## src/sv/brbf_pkg.sv

```systemverilog
package brbf_pkg;

   localparam int OP_W   = 3;
   localparam int BYTE_W = 8;
   localparam int CNT_W  = 5;

   localparam int DEPTH_DEFAULT = 16;
   localparam int RESULT_CAP    = 16;

   localparam logic [OP_W-1:0] OP_WRITE = 3'd0;
   localparam logic [OP_W-1:0] OP_READ  = 3'd1;
   localparam logic [OP_W-1:0] OP_PEEK  = 3'd2;
   localparam logic [OP_W-1:0] OP_SKIP  = 3'd3;
   localparam logic [OP_W-1:0] OP_CLEAR = 3'd4;
   localparam logic [OP_W-1:0] OP_SUM   = 3'd5;

endpackage

```

## src/sv/brbf_ram.sv

```systemverilog
module brbf_ram #(
   parameter int WIDTH = 8,
   parameter int DEPTH = 16
) (
   input  logic                     clock,
   input  logic                     wr_en,
   input  logic [$clog2(DEPTH)-1:0] wr_addr,
   input  logic [WIDTH-1:0]         wr_data,
   input  logic                     rd_en,
   input  logic [$clog2(DEPTH)-1:0] rd_addr,
   output logic [WIDTH-1:0]         rd_data
);

   logic [WIDTH-1:0] mem_ff [DEPTH];
   logic [WIDTH-1:0] rd_data_ff;

   always_ff @(posedge clock) begin
      if (wr_en) begin
         mem_ff[wr_addr] <= wr_data;
      end
      if (rd_en) begin
         rd_data_ff <= mem_ff[rd_addr];
      end
   end

   assign rd_data = rd_data_ff;

endmodule

```

## src/sv/byte_ring_buffer_fifo.sv

```systemverilog
// Byte FIFO on a ring of DEPTH entries held in one synchronous RAM.
// Input channel (req_*): one operation per beat: write a byte, read, peek,
// skip, clear, or query the 8-bit wrapping sum of the stored bytes.
// Output channel (rsp_*): one beat for each operation, except that a read or
// peek of n bytes gives n beats, oldest byte first, with rsp_last on the final
// one. Every beat carries the fill level after the operation.
// Write, skip, clear and empty reads finish at the accept edge, where the result is
// registered; back-to-back writes stream at one beat per cycle while rsp_ready is high.
// A read or peek of n bytes occupies the block until its last byte is loaded; bytes
// leave at one per cycle once the first RAM read returns, while the receiver keeps up.
// A checksum query walks every stored byte through the RAM read port.
// Reset empties the buffer and drops any pending result; the RAM contents
// are not cleared and no clearing pass is needed.
// When the receiver stalls, the output register holds its beat, the walk
// keeps at most one byte waiting in the RAM data register, and req_ready
// stays low until the output register can take a new beat.
module byte_ring_buffer_fifo #(
   parameter int DEPTH = brbf_pkg::DEPTH_DEFAULT
) (
   input  logic                          clock,
   input  logic                          reset,
   input  logic                          req_valid,
   output logic                          req_ready,
   input  logic [brbf_pkg::OP_W-1:0]     req_op,
   input  logic [brbf_pkg::BYTE_W-1:0]   req_data_byte,
   input  logic [brbf_pkg::CNT_W-1:0]    req_count,
   output logic                          rsp_valid,
   input  logic                          rsp_ready,
   output logic [brbf_pkg::BYTE_W-1:0]   rsp_out_byte,
   output logic [brbf_pkg::CNT_W-1:0]    rsp_done_count,
   output logic [brbf_pkg::CNT_W-1:0]    rsp_fill_level,
   output logic [brbf_pkg::BYTE_W-1:0]   rsp_checksum,
   output logic                          rsp_last
);

   import brbf_pkg::*;

   localparam int PW = $clog2(DEPTH);
   localparam int CW = $clog2(DEPTH + 1);
   localparam int SW = CW + 1;
   localparam int XW = CW + CNT_W;

   typedef enum logic [2:0] {
      ST_IDLE = 3'b001,
      ST_WALK = 3'b010,
      ST_FIN  = 3'b100
   } state_type;

   state_type         state_ff, state_in;
   logic [PW-1:0]     rd_ptr_ff, rd_ptr_in;
   logic [PW-1:0]     wr_ptr_ff, wr_ptr_in;
   logic [CW-1:0]     cnt_ff, cnt_in;
   logic [PW-1:0]     walk_ptr_ff, walk_ptr_in;
   logic [CW-1:0]     walk_len_ff, walk_len_in;
   logic [CW-1:0]     issue_cnt_ff, issue_cnt_in;
   logic [CW-1:0]     move_cnt_ff, move_cnt_in;
   logic              sum_mode_ff, sum_mode_in;
   logic              pend_ff, pend_in;
   logic [BYTE_W-1:0] sum_ff, sum_in;

   logic              rsp_valid_ff, rsp_valid_in;
   logic [BYTE_W-1:0] rsp_out_byte_ff, rsp_out_byte_in;
   logic [CNT_W-1:0]  rsp_done_ff, rsp_done_in;
   logic [CNT_W-1:0]  rsp_fill_ff, rsp_fill_in;
   logic [BYTE_W-1:0] rsp_sum_ff, rsp_sum_in;
   logic              rsp_last_ff, rsp_last_in;

   logic              out_free;
   logic              accept;
   logic [XW-1:0]     req_ext;
   logic [XW-1:0]     cnt_ext;
   logic [XW-1:0]     avail;
   logic [XW-1:0]     capped;
   logic [CW-1:0]     n_skip;
   logic [CW-1:0]     n_rd;
   logic              move;
   logic              issue;
   logic              load;
   logic [BYTE_W-1:0] load_byte;
   logic [CW-1:0]     load_done;
   logic [BYTE_W-1:0] load_sum;
   logic              load_last;

   logic              ram_we;
   logic              ram_re;
   logic [PW-1:0]     ram_raddr;
   logic [BYTE_W-1:0] ram_rdata;

   function automatic logic [PW-1:0] ptr_add(logic [PW-1:0] p, logic [CW-1:0] k);
      logic [SW-1:0] s;
      s = SW'(p) + SW'(k);
      if (s >= SW'(DEPTH)) begin
         s = s - SW'(DEPTH);
      end
      return s[PW-1:0];
   endfunction

   function automatic logic [CNT_W-1:0] to_cnt(logic [CW-1:0] v);
      logic [XW-1:0] w;
      w = {{CNT_W{1'b0}}, v};
      return w[CNT_W-1:0];
   endfunction

   brbf_ram #(
      .WIDTH(BYTE_W),
      .DEPTH(DEPTH)
   ) u_ram (
      .clock  (clock),
      .wr_en  (ram_we),
      .wr_addr(wr_ptr_ff),
      .wr_data(req_data_byte),
      .rd_en  (ram_re),
      .rd_addr(ram_raddr),
      .rd_data(ram_rdata)
   );

   assign out_free  = !rsp_valid_ff || rsp_ready;
   assign req_ready = (state_ff == ST_IDLE) && out_free;
   assign accept    = req_valid && req_ready;

   assign req_ext = {{CW{1'b0}}, req_count};
   assign cnt_ext = {{CNT_W{1'b0}}, cnt_ff};
   assign avail   = (req_ext > cnt_ext) ? cnt_ext : req_ext;
   assign capped  = (avail > XW'(RESULT_CAP)) ? XW'(RESULT_CAP) : avail;
   assign n_skip  = avail[CW-1:0];
   assign n_rd    = capped[CW-1:0];

   assign move  = (state_ff == ST_WALK) && pend_ff && (sum_mode_ff || out_free);
   assign issue = (state_ff == ST_WALK) && (issue_cnt_ff != walk_len_ff)
                  && (!pend_ff || move);

   always_comb begin
      state_in     = state_ff;
      rd_ptr_in    = rd_ptr_ff;
      wr_ptr_in    = wr_ptr_ff;
      cnt_in       = cnt_ff;
      walk_ptr_in  = walk_ptr_ff;
      walk_len_in  = walk_len_ff;
      issue_cnt_in = issue_cnt_ff;
      move_cnt_in  = move_cnt_ff;
      sum_mode_in  = sum_mode_ff;
      sum_in       = sum_ff;
      pend_in      = issue || (pend_ff && !move);
      ram_we       = 1'b0;
      ram_re       = issue;
      ram_raddr    = walk_ptr_ff;
      load         = 1'b0;
      load_byte    = '0;
      load_done    = '0;
      load_sum     = '0;
      load_last    = 1'b1;

      case (state_ff)
         ST_IDLE: begin
            if (accept) begin
               case (req_op)
                  OP_WRITE: begin
                     load = 1'b1;
                     if (cnt_ff != CW'(DEPTH)) begin
                        ram_we    = 1'b1;
                        wr_ptr_in = ptr_add(wr_ptr_ff, CW'(1));
                        cnt_in    = cnt_ff + CW'(1);
                        load_done = CW'(1);
                     end
                  end
                  OP_READ, OP_PEEK: begin
                     if (n_rd == '0) begin
                        load = 1'b1;
                     end else begin
                        state_in     = ST_WALK;
                        walk_ptr_in  = rd_ptr_ff;
                        walk_len_in  = n_rd;
                        issue_cnt_in = '0;
                        move_cnt_in  = '0;
                        sum_mode_in  = 1'b0;
                        if (req_op == OP_READ) begin
                           rd_ptr_in = ptr_add(rd_ptr_ff, n_rd);
                           cnt_in    = cnt_ff - n_rd;
                        end
                     end
                  end
                  OP_SKIP: begin
                     load      = 1'b1;
                     rd_ptr_in = ptr_add(rd_ptr_ff, n_skip);
                     cnt_in    = cnt_ff - n_skip;
                     load_done = n_skip;
                  end
                  OP_CLEAR: begin
                     load      = 1'b1;
                     rd_ptr_in = '0;
                     wr_ptr_in = '0;
                     cnt_in    = '0;
                  end
                  OP_SUM: begin
                     if (cnt_ff == '0) begin
                        load = 1'b1;
                     end else begin
                        state_in     = ST_WALK;
                        walk_ptr_in  = rd_ptr_ff;
                        walk_len_in  = cnt_ff;
                        issue_cnt_in = '0;
                        move_cnt_in  = '0;
                        sum_mode_in  = 1'b1;
                        sum_in       = '0;
                     end
                  end
                  default: begin
                     load = 1'b1;
                  end
               endcase
            end
         end
         ST_WALK: begin
            if (issue) begin
               walk_ptr_in  = ptr_add(walk_ptr_ff, CW'(1));
               issue_cnt_in = issue_cnt_ff + CW'(1);
            end
            if (move) begin
               move_cnt_in = move_cnt_ff + CW'(1);
               if (sum_mode_ff) begin
                  sum_in = sum_ff + ram_rdata;
                  if (move_cnt_ff + CW'(1) == walk_len_ff) begin
                     state_in = ST_FIN;
                  end
               end else begin
                  load      = 1'b1;
                  load_byte = ram_rdata;
                  load_done = walk_len_ff;
                  load_last = (move_cnt_ff + CW'(1) == walk_len_ff);
                  if (load_last) begin
                     state_in = ST_IDLE;
                  end
               end
            end
         end
         ST_FIN: begin
            if (out_free) begin
               load     = 1'b1;
               load_sum = sum_ff;
               state_in = ST_IDLE;
            end
         end
         default: begin
            state_in = ST_IDLE;
         end
      endcase

      rsp_valid_in    = load || (rsp_valid_ff && !rsp_ready);
      rsp_out_byte_in = load ? load_byte : rsp_out_byte_ff;
      rsp_done_in     = load ? to_cnt(load_done) : rsp_done_ff;
      rsp_fill_in     = load ? to_cnt(cnt_in) : rsp_fill_ff;
      rsp_sum_in      = load ? load_sum : rsp_sum_ff;
      rsp_last_in     = load ? load_last : rsp_last_ff;
   end

   always_ff @(posedge clock) begin
      if (reset) begin
         state_ff     <= ST_IDLE;
         rd_ptr_ff    <= '0;
         wr_ptr_ff    <= '0;
         cnt_ff       <= '0;
         issue_cnt_ff <= '0;
         move_cnt_ff  <= '0;
         pend_ff      <= 1'b0;
         rsp_valid_ff <= 1'b0;
      end else begin
         state_ff     <= state_in;
         rd_ptr_ff    <= rd_ptr_in;
         wr_ptr_ff    <= wr_ptr_in;
         cnt_ff       <= cnt_in;
         issue_cnt_ff <= issue_cnt_in;
         move_cnt_ff  <= move_cnt_in;
         pend_ff      <= pend_in;
         rsp_valid_ff <= rsp_valid_in;
      end
   end

   always_ff @(posedge clock) begin
      walk_ptr_ff     <= walk_ptr_in;
      walk_len_ff     <= walk_len_in;
      sum_mode_ff     <= sum_mode_in;
      sum_ff          <= sum_in;
      rsp_out_byte_ff <= rsp_out_byte_in;
      rsp_done_ff     <= rsp_done_in;
      rsp_fill_ff     <= rsp_fill_in;
      rsp_sum_ff      <= rsp_sum_in;
      rsp_last_ff     <= rsp_last_in;
   end

   assign rsp_valid      = rsp_valid_ff;
   assign rsp_out_byte   = rsp_out_byte_ff;
   assign rsp_done_count = rsp_done_ff;
   assign rsp_fill_level = rsp_fill_ff;
   assign rsp_checksum   = rsp_sum_ff;
   assign rsp_last       = rsp_last_ff;

endmodule

```

## config.mk

```make
export PLATFORM = sky130hd
export DESIGN_NAME = byte_ring_buffer_fifo
export DESIGN_NICKNAME = d
export VERILOG_FILES = /design/src/sv/brbf_pkg.sv /design/src/sv/brbf_ram.sv /design/src/sv/byte_ring_buffer_fifo.sv
export SDC_FILE = /design/constraint.sdc
export NUM_CORES = 1
export LEC_CHECK = 0
export CORE_MARGIN = 2
export CORE_UTILIZATION = 30
export CTS_CLUSTER_DIAMETER = 30
export DETAILED_ROUTE_END_ITERATION = 6
export DONT_BUFFER_PORTS = 1
export GPL_ROUTABILITY_DRIVEN = 0
export MAX_ROUTING_LAYER = met4
export PLACE_DENSITY = 0.42
export SYNTH_ARGS = -nofsm -noshare
export SYNTH_HDL_FRONTEND = slang
export SYNTH_HIERARCHICAL = 1
export SYNTH_SLANG_ARGS = --single-unit
```

## constraint.sdc

```tcl
create_clock -name clock -period 3.55 [get_ports clock]
set_clock_uncertainty 0.2 [all_clocks]
set_input_delay 0.1775 -clock clock [delete_from_list [all_inputs] [get_ports clock]]
set_output_delay 0.1775 -clock clock [all_outputs]
set_load 0.02 [all_outputs]
```

==> impl_summary.md <==
Die
The horizontal die dimension is 184.1 microns. The number of placement rows is 65. The placeable core area is 31,720 sq um. The floorplan step defined a die boundary enclosing 33,900 sq um. The top-level I/O count is 49. The initial utilization of the core area, before any placement, comes to 30.68%. Measured along the y axis, the die boundary spans 184.1 microns.

Placement
The placed cell count is 1,120. The placed instances occupy a cell area of 10,460 sq um. The placed wire-length estimate is 15.82 mm.

The count of buffers from port buffering is 0.

Worst setup path
The most critical setup path has its endpoint at rsp_fill_level[4]. At the worst endpoint, the required time is 3640 ps. The critical path buffer and inverter count is 2. The worst register-to-register path has a depth of 16.

The signal on the critical path passes through inv_2 > ha_4 > nand2b_4 > a211oi_4 > o21ai_4 > a21oi_4 > inv_2 > ha_4 > fa_2 > nor2b_4 > o21ai_2 > nand2b_1 > xor2_1 > o211ai_1 > o21ai_1 > a21oi_1. Data on the critical path arrives at its endpoint at 3600 ps. The worst register-to-register path ends at rsp_fill_level[4]. The type of element capturing the critical path is a flip-flop. Tracing the worst setup path back leads to its startpoint at cnt_ff[1]. Grouping stages by cell kind, the critical path spends the most delay in compound AO/OA/AOI/OAI gates. The largest individual stage delay along the critical path comes from the cell sky130_fd_sc_hd__a211oi_4.

The maximum single-stage delay on the critical path is 420 ps. The reg-to-reg setup timing slack is 40 ps. The worst setup path is launched from a flip-flop. The startpoint identified for the worst register-to-register timing path is cnt_ff[1]. The largest fanout on the critical path is 7. The path type of the worst setup path is reg2reg. The cell count along the critical path is 16.

Logic synthesis
The mean cell area of the mapped netlist is 13.86 sq um. The post-synthesis cell type with the largest combined area is sky130_fd_sc_hd__edfxtp_1. Summing the sequential cell areas from Yosys gives 61.61% of the chip area. Of all flip-flops after synthesis, the portion carrying an async set or reset was 0%.

The count of cell types in the netlist is 66. In the post-synthesis netlist, the biggest area contributors are sky130_fd_sc_hd__edfxtp_1 56%, sky130_fd_sc_hd__dfxtp_1 5.8%, sky130_fd_sc_hd__mux4_2 4.2%. In this run, synthesis inferred 181 flip-flops with an integrated enable. The most frequently used flop master after synthesis is sky130_fd_sc_hd__edfxtp_1.

The area share of the largest cell type after synthesis is 55.85%. The area of the mapped netlist is 9732 sq um. The number of instances in the synthesized netlist is 702.

The synthesized flop and latch total is 209. The number of nets produced by synthesis is 756. In the post-synthesis netlist, the cell with the most instances is sky130_fd_sc_hd__edfxtp_1. The count of synthesis-stage warnings from yosys is 6. The commonest cells after synthesis are 181 x sky130_fd_sc_hd__edfxtp_1, 60 x sky130_fd_sc_hd__nor2_1, 47 x sky130_fd_sc_hd__nand2_1, 31 x sky130_fd_sc_hd__a21oi_1, 30 x sky130_fd_sc_hd__ha_1.

Timing
The shortest period the worst path allows is 3511 ps. Based on the critical path, the design can be clocked at up to 0.2849 GHz. The final critical path takes up 98.89% of the cycle. The slew at the pin closest to its max-slew limit is 1175 ps.

Setup repair after global routing could not meet its margin everywhere. The total of endpoints with negative setup slack in the final report is 0. The hold violation total from the final report is 2.

Measured against its own limit, the worst slew margin works out to 21.42%. Hold timing on the final database bottoms out at a slack of -21.55 ps. The count of final max-slew check failures came to 0.

Layout
In the final layout, the share of cells above drive strength 1 is 24.67%. The area of the multi-input gates is 3729 sq um. The number of fill cells is 3,010.

The final instance area is 12,690 sq um. After the last flow step, the layout net total stands at 855. The area growth from synthesis to layout is 30.38%. The sequential cell area is 6000 sq um. The post-route non-filler standard cell count is 1,247.

Clocking
The clock sink count is 209. Counting the buffers created by CTS gives 51. The tree is rooted in a sky130_fd_sc_hd__clkbuf_16.

The deepest clock path buffer count is 3. The insertion delay to the later sink of the worst-skew pair is 560 ps. TritonCTS built the clock tree.

The H-tree generated during clock tree synthesis spans 2 levels. After clock tree synthesis, the clock-pin slew on the worst setup and hold paths is 40 ps.

Power
The total power is 8.069 mW. The maximum vdd drop is 0.0003588 V. The total power divided by cell area is 636.0 nW/um^2.

In this run the static leakage power is 4.478 nW.

Global route
For this run, the total global-route usage over all layers was measured as 15.07%. The number of antenna violations at the first check in global routing is 2. The via count of the first global-routing pass came to 6,538. The global-route congestion overflow total is 0. The largest net degree at the start of global routing is 36. The first-pass GRT wire length is 37.53 mm.

Detailed routing
For this run, design rule violations remaining after detail routing come to 0. Dividing the detail-routed wire length by the instance count gives 19.33 microns. Using the TritonRoute via totals, the vias-per-cell ratio works out to 5.018.

The routed design has 24.10 mm of wire. The detailed router's first-iteration violation count is 358. The count of vias placed by the detailed router is 6,258. In this run the remaining antenna-violating nets after routing total 0. The detailed-routing iteration count for the pre-antenna-repair pass is 5.

Flow run
The max-capacitance violation count is 0.

Hold path
The class of the worst hold path is in2reg.

Run status
The final reports fail on hold timing. The flow ran to the end, but the final reports show violations.
tightest hold or removal path, stage by stage:
cell and delay (ps):
sky130_fd_sc_hd__mux2i_2 70, sky130_fd_sc_hd__nand2b_1 180, sky130_fd_sc_hd__o21ai_0 170
cell usage in the layout, fill, tap and decap left out, types with 4 or more instances in the layout:
cell,netlist,final
sky130_fd_sc_hd__nor2_2,0,6
sky130_fd_sc_hd__ha_4,0,5
sky130_fd_sc_hd__clkinv_2,0,8
sky130_fd_sc_hd__nor2_1,60,52
sky130_fd_sc_hd__buf_4,1,47
sky130_fd_sc_hd__mux4_2,18,18
sky130_fd_sc_hd__inv_1,17,14
sky130_fd_sc_hd__ha_1,30,24
sky130_fd_sc_hd__a22oi_1,17,17
sky130_fd_sc_hd__o21ai_0,25,21
sky130_fd_sc_hd__o211ai_1,5,5
sky130_fd_sc_hd__mux4_1,14,14
sky130_fd_sc_hd__nor2b_1,12,11
sky130_fd_sc_hd__a21oi_1,31,27
sky130_fd_sc_hd__or2_2,7,6
sky130_fd_sc_hd__clkinv_4,0,4
sky130_fd_sc_hd__clkinvlp_4,0,12
sky130_fd_sc_hd__bufinv_16,0,7
sky130_fd_sc_hd__a21o_1,7,7
sky130_fd_sc_hd__nand3_1,15,15
sky130_fd_sc_hd__xnor2_1,13,13
sky130_fd_sc_hd__clkbuf_16,0,51
sky130_fd_sc_hd__xor2_1,20,20
sky130_fd_sc_hd__edfxtp_1,181,181
sky130_fd_sc_hd__nor3_1,24,24
sky130_fd_sc_hd__dfxtp_1,28,25
sky130_fd_sc_hd__and2_1,23,23
sky130_fd_sc_hd__clkbuf_1,13,6
sky130_fd_sc_hd__nand2b_1,16,15
sky130_fd_sc_hd__dlygate4sd3_1,0,21
sky130_fd_sc_hd__nand2_1,47,46
what timing repair did:
action / 4_1_cts / 5_1_grt
endpoints found under the hold margin: 172 / 0
gates resized for setup: 2 / 37
endpoints found under the setup margin: 2 / 9
hold buffers: 21 / 0
setup buffers: 1 / 8
pin swaps: 3 / 12
layer usage:
layer | track usage, % | vias up | share of wire, %
met5 | - | - | 0
met3 | 3.181 | 41 | 4.6
met2 | 24.97 | 172 | 49
met4 | 5.312 | 0 | 2.4
li1 | - | 2907 | -
met1 | 18.27 | 3138 | 44
worst min-delay path by stage:
stage / endpoint / startpoint / slack, ps / depth (start not counted)
global placement: move_cnt_ff[4] / reset / 50 / 1
finish: walk_len_ff[3] / req_count[3] / -20 / 3
global route: walk_len_ff[3] / req_count[3] / 6 / 3
floorplan: u_ram/mem_ff[0][0] / req_data_byte[0] / 80 / 0
CTS: rd_ptr_ff[2] / req_op[0] / 0.3 / 5
detailed placement: rsp_valid / reset / 50 / 1
through the flow:
stage	TNS [ps]	util [%]	setup slack, ps	hold slack [ps]
2_1_floorplan	0	-	40.07	76.37
3_3_place_gp	0	32.97	39.78	54.50
3_5_place_dp	-69.98	32.97	-69.98	53.41
4_1_cts	0	39.31	0.04485	0.3064
5_1_grt	-88.40	40.00	-50.32	5.835
6_report	0	40.00	39.48	-21.55
cell type report:
class	count	area share, %
tap	402	3.964
inverter	17	0.5029
clock inverter	36	3.619
clock buffer	59	10.45
timing repair buffer	70	4.753
antenna	2	0.03944
multi-input combinational	452	29.39
sequential	209	47.28
cell families (layout without fill, tap and decap cells):
group	Yosys count	count (layout)	synth area share (%)
other	0	2	0
buffers and inverters	41	182	2.083
muxes	39	39	8.691
DFF	209	209	61.61
and+or+nand+nor	233	233	12.37
AOI/OAI and AO/OA	113	113	7.598
xor gates and xnor gates	33	33	2.970
adders and majority gates	34	34	4.680
state kept, by name, indices dropped and copies added (netlist names):
register,flops
pend_ff,1
wr_ptr_ff,4
rsp_valid,1
u_ram/rd_data,8
rsp_last,1
rsp_checksum,8
sum_mode_ff,1
rsp_out_byte,8
sum_ff,8
issue_cnt_ff,5
ram_raddr,4
cnt_ff,5
u_ram/mem_ff,128
rsp_done_count,5
move_cnt_ff,5
rd_ptr_ff,4
walk_len_ff,5
state_ff,3
rsp_fill_level,5
where the power goes:
part	switching (mW)	total (mW)	internal, mW
Combinational	0.340	0.589	0.249
Sequential	0.0740	2.82	2.74
Clock	1.47	4.66	3.20
Total	1.88	8.07	6.19
(Power assumes the default switching activity.)
